==> config.mk <==
export PLATFORM = sky130hd
export DESIGN_NAME = decimal_stream_long_divider
export DESIGN_NICKNAME = d
export VERILOG_FILES = /design/src/sv/dsld_pkg.sv /design/src/sv/decimal_stream_long_divider.sv
export VERILOG_INCLUDE_DIRS = /design/src /design/src/sv
export SDC_FILE = /design/constraint.sdc
export NUM_CORES = 1
export LEC_CHECK = 0
export BUFFER_PORTS_ARGS = -buffer_cell sky130_fd_sc_hd__buf_2
export CAP_MARGIN = 20
export CORE_UTILIZATION = 60
export DETAILED_ROUTE_END_ITERATION = 16
export HOLD_SLACK_MARGIN = 0.03
export PLACE_DENSITY_LB_ADDON = 0.05
export SLEW_MARGIN = 20
export SYNTH_ARGS = -nofsm -noshare
export SYNTH_HDL_FRONTEND = slang
export SYNTH_SLANG_ARGS = --single-unit
==> constraint.sdc <==
create_clock -name i_clk -period 9.56 [get_ports i_clk]
set_clock_uncertainty 0.15 [all_clocks]
set_input_delay 1.434 -clock i_clk [delete_from_list [all_inputs] [get_ports i_clk]]
set_output_delay 1.434 -clock i_clk [all_outputs]
set_load 0.02 [all_outputs]
==> src/sv/decimal_stream_long_divider_assert.svh <==
// Assertion helpers for the decimal stream long divider.
`ifndef DECIMAL_STREAM_LONG_DIVIDER_ASSERT_SVH
`define DECIMAL_STREAM_LONG_DIVIDER_ASSERT_SVH

// Same-cycle implication, sampled on i_clk, off during reset.
`define DSLD_ASSERT_NOW(label, ante, cons, msg) \
    label: assert property (@(posedge i_clk) disable iff (!i_rst_n) (ante) |-> (cons)) \
        else $error(msg);

// Next-cycle implication, sampled on i_clk, off during reset.
`define DSLD_ASSERT_NEXT(label, ante, cons, msg) \
    label: assert property (@(posedge i_clk) disable iff (!i_rst_n) (ante) |=> (cons)) \
        else $error(msg);

`endif

==> src/sv/dsld_pkg.sv <==
package dsld_pkg;

    localparam int DIVISOR_BITS_DEF = 31;
    localparam int ADDR_BITS        = 1;

    localparam logic [ADDR_BITS-1:0] REG_DIVISOR = 1'b0;

    localparam logic [7:0] CHAR_ZERO = 8'h30;
    localparam logic [7:0] CHAR_NINE = 8'h39;

    localparam logic [3:0] DIGIT_MAX = 4'd9;

    typedef enum logic [1:0] {
        S_IDLE,
        S_REP,
        S_SER,
        S_DONE
    } t_state;

endpackage

==> src/sv/decimal_stream_long_divider.sv <==
// Channel  Dir  Bus     Payload
// input    in   s_axis  tdata char_in; tlast last_char
// result   out  m_axis  q_digit/digit_emitted/final_remainder; tlast is_last; tuser error_flag
// config   in   apb     divisor at address 0
//
// One transaction at a time; one shared subtract/compare unit does all the work.
// Digit with remainder below divisor: repeated subtraction, one subtraction per quotient step.
// Remainder at or above divisor (divisor rewritten mid-number): restoring division,
// one restoring bit step per cycle. Non-digit or zero divisor: straight to the result.
// Synchronous active-low reset; no clearing pass. A stalled result holds the unit;
// the next input transaction is taken while a result waits at the output register.
`include "decimal_stream_long_divider_assert.svh"

module decimal_stream_long_divider #(
    parameter  int DIVISOR_BITS = dsld_pkg::DIVISOR_BITS_DEF,
    localparam int DataBits     = (DIVISOR_BITS > 32) ? 64 : 32,
    localparam int OutBits      = ((DIVISOR_BITS + 5 + 7) / 8) * 8
) (
    input  logic                           i_clk,
    input  logic                           i_rst_n,

    input  logic                           s_axis_tvalid,
    output logic                           s_axis_tready,
    input  logic [7:0]                     s_axis_tdata,   // [7:0] char_in
    input  logic                           s_axis_tlast,   // last_char

    output logic                           m_axis_tvalid,
    input  logic                           m_axis_tready,
    // [3:0] q_digit, [4] digit_emitted, [DIVISOR_BITS+4:5] final_remainder, rest 0
    output logic [OutBits-1:0]             m_axis_tdata,
    output logic                           m_axis_tlast,   // is_last
    output logic                           m_axis_tuser,   // [0] error_flag

    input  logic                           psel,
    input  logic                           penable,
    input  logic                           pwrite,
    input  logic [dsld_pkg::ADDR_BITS-1:0] paddr,
    input  logic [DataBits-1:0]            pwdata,
    output logic [DataBits-1:0]            prdata,
    output logic                           pready
);

    localparam int SegBits = DIVISOR_BITS + 4;
    localparam int CntBits = $clog2(SegBits + 1);

    dsld_pkg::t_state r_state, n_state;

    logic [DIVISOR_BITS-1:0] r_div, n_div;
    logic [DIVISOR_BITS-1:0] r_rem, n_rem;
    logic                    r_started, n_started;
    logic                    r_sticky, n_sticky;

    logic [SegBits-1:0]      r_acc, n_acc;
    logic [SegBits-1:0]      r_dvd, n_dvd;
    logic [CntBits-1:0]      r_cnt, n_cnt;
    logic [3:0]              r_qcnt, n_qcnt;
    logic                    r_ovf, n_ovf;
    logic                    r_err_step, n_err_step;
    logic                    r_last, n_last;

    logic                    r_m_valid, n_m_valid;
    logic [3:0]              r_m_qd, n_m_qd;
    logic                    r_m_emit, n_m_emit;
    logic [DIVISOR_BITS-1:0] r_m_rem, n_m_rem;
    logic                    r_m_last, n_m_last;
    logic                    r_m_err, n_m_err;

    logic                    in_acc;
    logic                    cfg_wr;
    logic                    bad_char;
    logic [7:0]              ch_off;
    logic [SegBits-1:0]      seg;
    logic [SegBits-1:0]      op_x;
    logic [SegBits:0]        diff;
    logic                    ge;
    logic                    out_free;
    logic                    commit;

    logic                    q_pos;
    logic [3:0]              qd_sat;
    logic                    c_sticky;
    logic [DIVISOR_BITS-1:0] c_rem;
    logic                    c_emit;
    logic                    c_started;
    logic [3:0]              c_qd;

    assign s_axis_tready = (r_state == dsld_pkg::S_IDLE);
    assign in_acc        = s_axis_tvalid && s_axis_tready;
    assign out_free      = !r_m_valid || m_axis_tready;

    assign pready = 1'b1;
    assign cfg_wr = psel && penable && pwrite && pready;
    assign prdata = (paddr == dsld_pkg::REG_DIVISOR) ? DataBits'(r_div) : '0;

    assign m_axis_tvalid = r_m_valid;
    assign m_axis_tdata  = OutBits'({r_m_rem, r_m_emit, r_m_qd});
    assign m_axis_tlast  = r_m_last;
    assign m_axis_tuser  = r_m_err;

    // segment = remainder * 10 + digit
    assign ch_off   = s_axis_tdata - dsld_pkg::CHAR_ZERO;
    assign bad_char = (s_axis_tdata < dsld_pkg::CHAR_ZERO) ||
                      (s_axis_tdata > dsld_pkg::CHAR_NINE) || (r_div == '0);
    assign seg      = {1'b0, r_rem, 3'b000} + {3'b000, r_rem, 1'b0} +
                      {{(SegBits-4){1'b0}}, ch_off[3:0]};

    // shared subtract/compare unit
    assign op_x = (r_state == dsld_pkg::S_SER) ?
                  {3'b000, r_acc[DIVISOR_BITS-1:0], r_dvd[SegBits-1]} : r_acc;
    assign diff = {1'b0, op_x} - {5'b00000, r_div};
    assign ge   = !diff[SegBits];

    assign commit = out_free && (((r_state == dsld_pkg::S_REP) && !ge) ||
                                 (r_state == dsld_pkg::S_DONE));

    always_comb begin
        q_pos     = r_ovf || (r_qcnt != 4'd0);
        qd_sat    = (r_ovf || (r_qcnt > dsld_pkg::DIGIT_MAX)) ? dsld_pkg::DIGIT_MAX : r_qcnt;
        c_sticky  = r_sticky || r_err_step;
        c_rem     = r_err_step ? r_rem : r_acc[DIVISOR_BITS-1:0];
        c_emit    = !r_err_step && !r_sticky && (q_pos || r_started);
        c_started = r_started || c_emit;
        c_qd      = (r_err_step || r_sticky) ? 4'd0 : qd_sat;
        if (r_last && !c_sticky && !c_started) begin
            c_qd   = 4'd0;
            c_emit = 1'b1;
        end
    end

    always_comb begin
        n_state    = r_state;
        n_div      = r_div;
        n_rem      = r_rem;
        n_started  = r_started;
        n_sticky   = r_sticky;
        n_acc      = r_acc;
        n_dvd      = r_dvd;
        n_cnt      = r_cnt;
        n_qcnt     = r_qcnt;
        n_ovf      = r_ovf;
        n_err_step = r_err_step;
        n_last     = r_last;
        n_m_valid  = r_m_valid && !m_axis_tready;
        n_m_qd     = r_m_qd;
        n_m_emit   = r_m_emit;
        n_m_rem    = r_m_rem;
        n_m_last   = r_m_last;
        n_m_err    = r_m_err;

        if (cfg_wr && (paddr == dsld_pkg::REG_DIVISOR)) begin
            n_div = pwdata[DIVISOR_BITS-1:0];
        end

        unique case (r_state)
            dsld_pkg::S_IDLE: begin
                if (in_acc) begin
                    n_last     = s_axis_tlast;
                    n_qcnt     = 4'd0;
                    n_ovf      = 1'b0;
                    n_err_step = bad_char;
                    n_dvd      = seg;
                    n_cnt      = CntBits'(SegBits);
                    if (bad_char) begin
                        n_state = dsld_pkg::S_DONE;
                    end else if (r_rem < r_div) begin
                        n_acc   = seg;
                        n_state = dsld_pkg::S_REP;
                    end else begin
                        n_acc   = '0;
                        n_state = dsld_pkg::S_SER;
                    end
                end
            end
            dsld_pkg::S_REP: begin
                if (ge) begin
                    n_acc  = diff[SegBits-1:0];
                    n_qcnt = r_qcnt + 4'd1;
                end else if (out_free) begin
                    n_state = dsld_pkg::S_IDLE;
                end
            end
            dsld_pkg::S_SER: begin
                if (r_cnt != '0) begin
                    n_acc  = ge ? {4'b0000, diff[DIVISOR_BITS-1:0]} :
                                  {4'b0000, op_x[DIVISOR_BITS-1:0]};
                    n_dvd  = {r_dvd[SegBits-2:0], 1'b0};
                    n_qcnt = {r_qcnt[2:0], ge};
                    n_ovf  = r_ovf || r_qcnt[3];
                    n_cnt  = r_cnt - CntBits'(1);
                end else begin
                    n_state = dsld_pkg::S_DONE;
                end
            end
            dsld_pkg::S_DONE: begin
                if (out_free) begin
                    n_state = dsld_pkg::S_IDLE;
                end
            end
            default: begin
                n_state = dsld_pkg::S_IDLE;
            end
        endcase

        if (commit) begin
            n_m_valid = 1'b1;
            n_m_qd    = c_qd;
            n_m_emit  = c_emit;
            n_m_rem   = (r_last && !c_sticky) ? c_rem : '0;
            n_m_last  = r_last;
            n_m_err   = c_sticky;
            n_rem     = r_last ? '0 : c_rem;
            n_started = r_last ? 1'b0 : c_started;
            n_sticky  = r_last ? 1'b0 : c_sticky;
        end
    end

    always_ff @(posedge i_clk) begin
        if (!i_rst_n) begin
            r_state   <= dsld_pkg::S_IDLE;
            r_div     <= DIVISOR_BITS'(1);
            r_rem     <= '0;
            r_started <= 1'b0;
            r_sticky  <= 1'b0;
            r_m_valid <= 1'b0;
        end else begin
            r_state   <= n_state;
            r_div     <= n_div;
            r_rem     <= n_rem;
            r_started <= n_started;
            r_sticky  <= n_sticky;
            r_m_valid <= n_m_valid;
        end
    end

    always_ff @(posedge i_clk) begin
        r_acc      <= n_acc;
        r_dvd      <= n_dvd;
        r_cnt      <= n_cnt;
        r_qcnt     <= n_qcnt;
        r_ovf      <= n_ovf;
        r_err_step <= n_err_step;
        r_last     <= n_last;
        r_m_qd     <= n_m_qd;
        r_m_emit   <= n_m_emit;
        r_m_rem    <= n_m_rem;
        r_m_last   <= n_m_last;
        r_m_err    <= n_m_err;
    end

    `DSLD_ASSERT_NEXT(a_busy_after_accept, in_acc, !s_axis_tready,
                      "input accepted while a transaction is in progress")
    `DSLD_ASSERT_NOW(a_digit_range, r_m_valid, r_m_qd <= dsld_pkg::DIGIT_MAX,
                     "quotient digit above nine")
    `DSLD_ASSERT_NOW(a_err_no_rem, r_m_valid && r_m_err, r_m_rem == '0,
                     "remainder reported on an errored number")
    `DSLD_ASSERT_NEXT(a_last_clears, commit && r_last,
                      (r_rem == '0) && !r_started && !r_sticky,
                      "number state not cleared after last character")

endmodule
==> metrics <==
maximum root-to-sink buffer count=2; reg2reg end=r_acc[32]; final setup vio count=0; final slew viol count=0; critical path endpoint=r_acc[32]; R2R cell count=15; worst-margin pin slew=~0.98 ns; number of max-cap violations=0; WL per Instance=18.84 µm; Final #Nets=between 1,500 and 2,000; synthesized cell area=between 10,000 and 15,000 µm²; router iterations before antenna repair=5; Final min period=approximately 5.7 ns; gr usage total=0.2978; top layer in use=met4; status=complete, no violations; total grt overflow=0; Setup TNS Final=0 ns; Post-CTS Hold Fix Bufs=0; worst vdd ir=0.1852 mV; Post-CTS Setup Inserts=0; power per cell area=309.6 nW/µm²; fraction of registers with async set/reset=0; via count=10,113; number of antenna cells inserted=0; fmax=174.2 MHz; height of the die=~150 µm; Synth Register Bits=188; vias per cell=6.078; CTS buffer count=17; RSZ-0062 raised after global routing=false; Worst slew margin=0.3441; I/O Pins=126; main flop type after synthesis=edfxtp_1; total length of routed met2 wires=13,540 µm; largest net degree at the start of global routing=a little over 60; clock-pin slew on the worst setup and hold paths=approximately 0.080 ns; Setup crit end kind=register; CTS tree=done; metal3 WL=2470 µm; core region area=20,300 µm²; Post-Syn Instances=1,288; critical-path maximum fanout=60; initial antenna violation count=0; number of global-route vias before repair=9,460; final worst path period share=0.6004; Setup crit start kind=register; Detailed Route WL=31,340 µm; initial drt markers=between 600 and 700; Routed Antenna Nets=0; post_cts resized=0; gpl congestion=between 0.9 and 1; worst-skew pair later-pin latency=0.43 ns; crit path launch=r_state[0]; number of remaining DRC errors=0; Root Driver=clkbuf_16; Seq/Total Area, Yosys=0.3993; Cells after DPL=around 1,600; htree depth=4; Non-Filler Instances=1,664; path type of the worst min-delay path=reg2reg; Sink Count=188; Reg-to-Reg Start=r_state[0]; Req. time, crit path=9.57 ns; first-pass GRT wire length=between 40,000 and 50,000 µm; Fillers=approximately 1,600; Post-synth EDFFs=approximately 120; final hold viol count=0; Leak=between 0.005 and 0.006 µW; critical path class=reg2reg; Area growth syn-to-layout=11.56%; die width=146.1 µm; die area=roughly 21,000 µm²; r2r setup slk=3.82 ns; yosys warns=0; Netlist cell types=77; Initial Util=0.6137; Mapped Avg Cell Area=9.673 µm²; layout cell share with drive strength beyond 1=0.1549; met1 wire length=14,820 µm; Rows=52; CP arrival=~5.8 ns; sum of net half-perimeters after detailed placement=23,090 µm; Port Buf Inserts=118
==> report_power, final <==
part	switching [µW]	leakage [µW]	total, µW	internal [µW]
clock network	353	0.000302	755	402
registers	189	0.00173	1400	1210
logic	1350	0.00383	2150	800
total	1890	0.00585	4300	2410
==> per-stage QoR <==
step | hold WS [ns] | instance area (µm²) | worst slack [ns] | utilization | power, µW
after floorplan | 0.2793 | 12470 | 2.470 | - | 2905
after global placement | 0.2950 | 13240 | 3.638 | 0.6524 | 3452
after detailed placement | 0.3080 | 13240 | 3.549 | 0.6524 | 3509
after CTS | 0.3264 | 13870 | 3.540 | 0.6832 | 4265
after global routing | 0.3595 | 13900 | 3.519 | 0.6847 | 4560
final | 0.3326 | 13900 | 3.820 | 0.6847 | 4302
==> cells in the final DEF (no fill, tap or decap), types with 7 or more instances in the layout <==
| cell type | netlist | routed |
|---|---|---|
| nor2_1 | 80 | 79 |
| mux2_2 | 35 | 35 |
| a21boi_0 | 35 | 35 |
| nor3_1 | 16 | 15 |
| nor4_1 | 7 | 7 |
| o21bai_1 | 7 | 7 |
| o221ai_1 | 22 | 22 |
| inv_1 | 56 | 56 |
| and3_1 | 8 | 8 |
| o21ai_0 | 61 | 61 |
| a31oi_1 | 13 | 13 |
| buf_4 | 7 | 7 |
| a211o_1 | 7 | 7 |
| edfxtp_1 | 121 | 121 |
| xor2_1 | 34 | 34 |
| clkbuf_16 | 0 | 17 |
| nor2b_1 | 9 | 9 |
| nand2_1 | 167 | 167 |
| dfxtp_1 | 67 | 67 |
| nand4_1 | 12 | 12 |
| nand3_1 | 15 | 15 |
| buf_2 | 5 | 118 |
| nand2b_1 | 12 | 12 |
| a22o_1 | 31 | 31 |
| o21a_1 | 9 | 8 |
| a21oi_1 | 78 | 78 |
| ha_1 | 133 | 132 |
| a211oi_1 | 9 | 8 |
| o211ai_1 | 8 | 8 |
| a21o_1 | 26 | 26 |
| and2_1 | 39 | 39 |
| xnor2_1 | 27 | 27 |
==> cells in the mapped netlist (7+ instances only) <==
| master | n | area (µm²) |
|---|---|---|
| dfxtp_1 | 67 | 1341 |
| and3_1 | 8 | 50.05 |
| clkbuf_1 | 38 | 142.6 |
| nand3_1 | 15 | 75.07 |
| a31oi_1 | 13 | 81.33 |
| o211ai_1 | 8 | 60.06 |
| o21bai_1 | 7 | 52.55 |
| a21oi_1 | 78 | 390.4 |
| nor3_1 | 16 | 80.08 |
| xor2_1 | 34 | 297.8 |
| a22o_1 | 31 | 271.5 |
| edfxtp_1 | 121 | 3633 |
| o21ai_0 | 61 | 305.3 |
| ha_1 | 133 | 1664 |
| nand2b_1 | 12 | 75.07 |
| a211o_1 | 7 | 61.31 |
| inv_1 | 56 | 210.2 |
| nand2_1 | 167 | 626.9 |
| a21o_1 | 26 | 195.2 |
| nand4_1 | 12 | 75.07 |
| a21boi_0 | 35 | 262.8 |
| o221ai_1 | 22 | 192.7 |
| buf_4 | 7 | 52.55 |
| o21a_1 | 9 | 67.56 |
| and2_1 | 39 | 244.0 |
| nor2_1 | 80 | 300.3 |
| nor2b_1 | 9 | 56.30 |
| nor4_1 | 7 | 43.79 |
| a211oi_1 | 9 | 67.56 |
| xnor2_1 | 27 | 236.5 |
| mux2_2 | 35 | 394.1 |
==> metal layers <==
layer,vias up,GRT usage
li1,4931,-
met3,49,0.05750
met4,0,0.07865
met1,4723,0.4333
met2,410,0.4545
met5,-,0
==> kinds of logic (layout without fill, tap and decap cells) <==
family          count (synthesis)  after routing  share of synthesized area
buf+inv                       112            214                    0.03816
fa+ha+maj                     136            136                     0.1384
other cells                     2              6                  0.0006028
flops                         188            188                     0.3993
xor+xnor                       61             61                    0.04289
mux                            41             41                    0.03646
simple gates                  385            385                     0.1435
compound gates                363            363                     0.2007
==> critical path, cell delays in order, from the launching register on <==
cell and delay (ns):
dfxtp_1 0.35, inv_1 0.15, ha_4 0.48, buf_4 0.63
mux2i_1 0.26, ha_1 0.27, fa_1 0.39, nand2b_1 0.16
a21oi_1 0.28, a31oi_1 0.23, o21ai_0 0.54, a21oi_1 0.31
o41ai_1 0.77, a21oi_1 0.19, xnor2_1 0.18, o22ai_1 0.10
==> cell type report <==
| cell class | count | area [µm²] | share of cell area |
|---|---|---|---|
| Tap cell | 270 | 337.8 | 0.02431 |
| Inverter | 56 | 210.2 | 0.01512 |
| Clock inverter | 15 | 200.2 | 0.01440 |
| Timing Repair Buffer | 126 | 670.6 | 0.04825 |
| Sequential cell | 188 | 4975 | 0.3579 |
| Multi-Input combinational cell | 992 | 7079 | 0.5094 |
| Clock buffer | 17 | 425.4 | 0.03061 |
==> how the worst min path moves through the flow <==
stage,startpoint,end,cells past startpoint
5_1_grt,r_div[14],r_div[14],2
6_report,r_div[18],r_div[18],2
4_1_cts,r_sticky,r_sticky,2
2_1_floorplan,r_sticky,r_sticky,2
3_3_place_gp,r_sticky,r_sticky,2
3_5_place_dp,r_sticky,r_sticky,2
==> registers in the layout, summed over array words and instances, names as in the netlist <==
register	cells
r_ovf	1
r_rem	31
r_sticky	1
r_state	2
r_dvd	35
r_acc	35
r_qcnt	4
r_err_step	1
r_div	31
r_m_qd	4
r_cnt	6
m_axis_tuser	1
r_started	1
r_m_emit	1
r_m_rem	31
m_axis_tlast	1
r_last	1
m_axis_tvalid	1
Power figures use the tool's default switching activity.
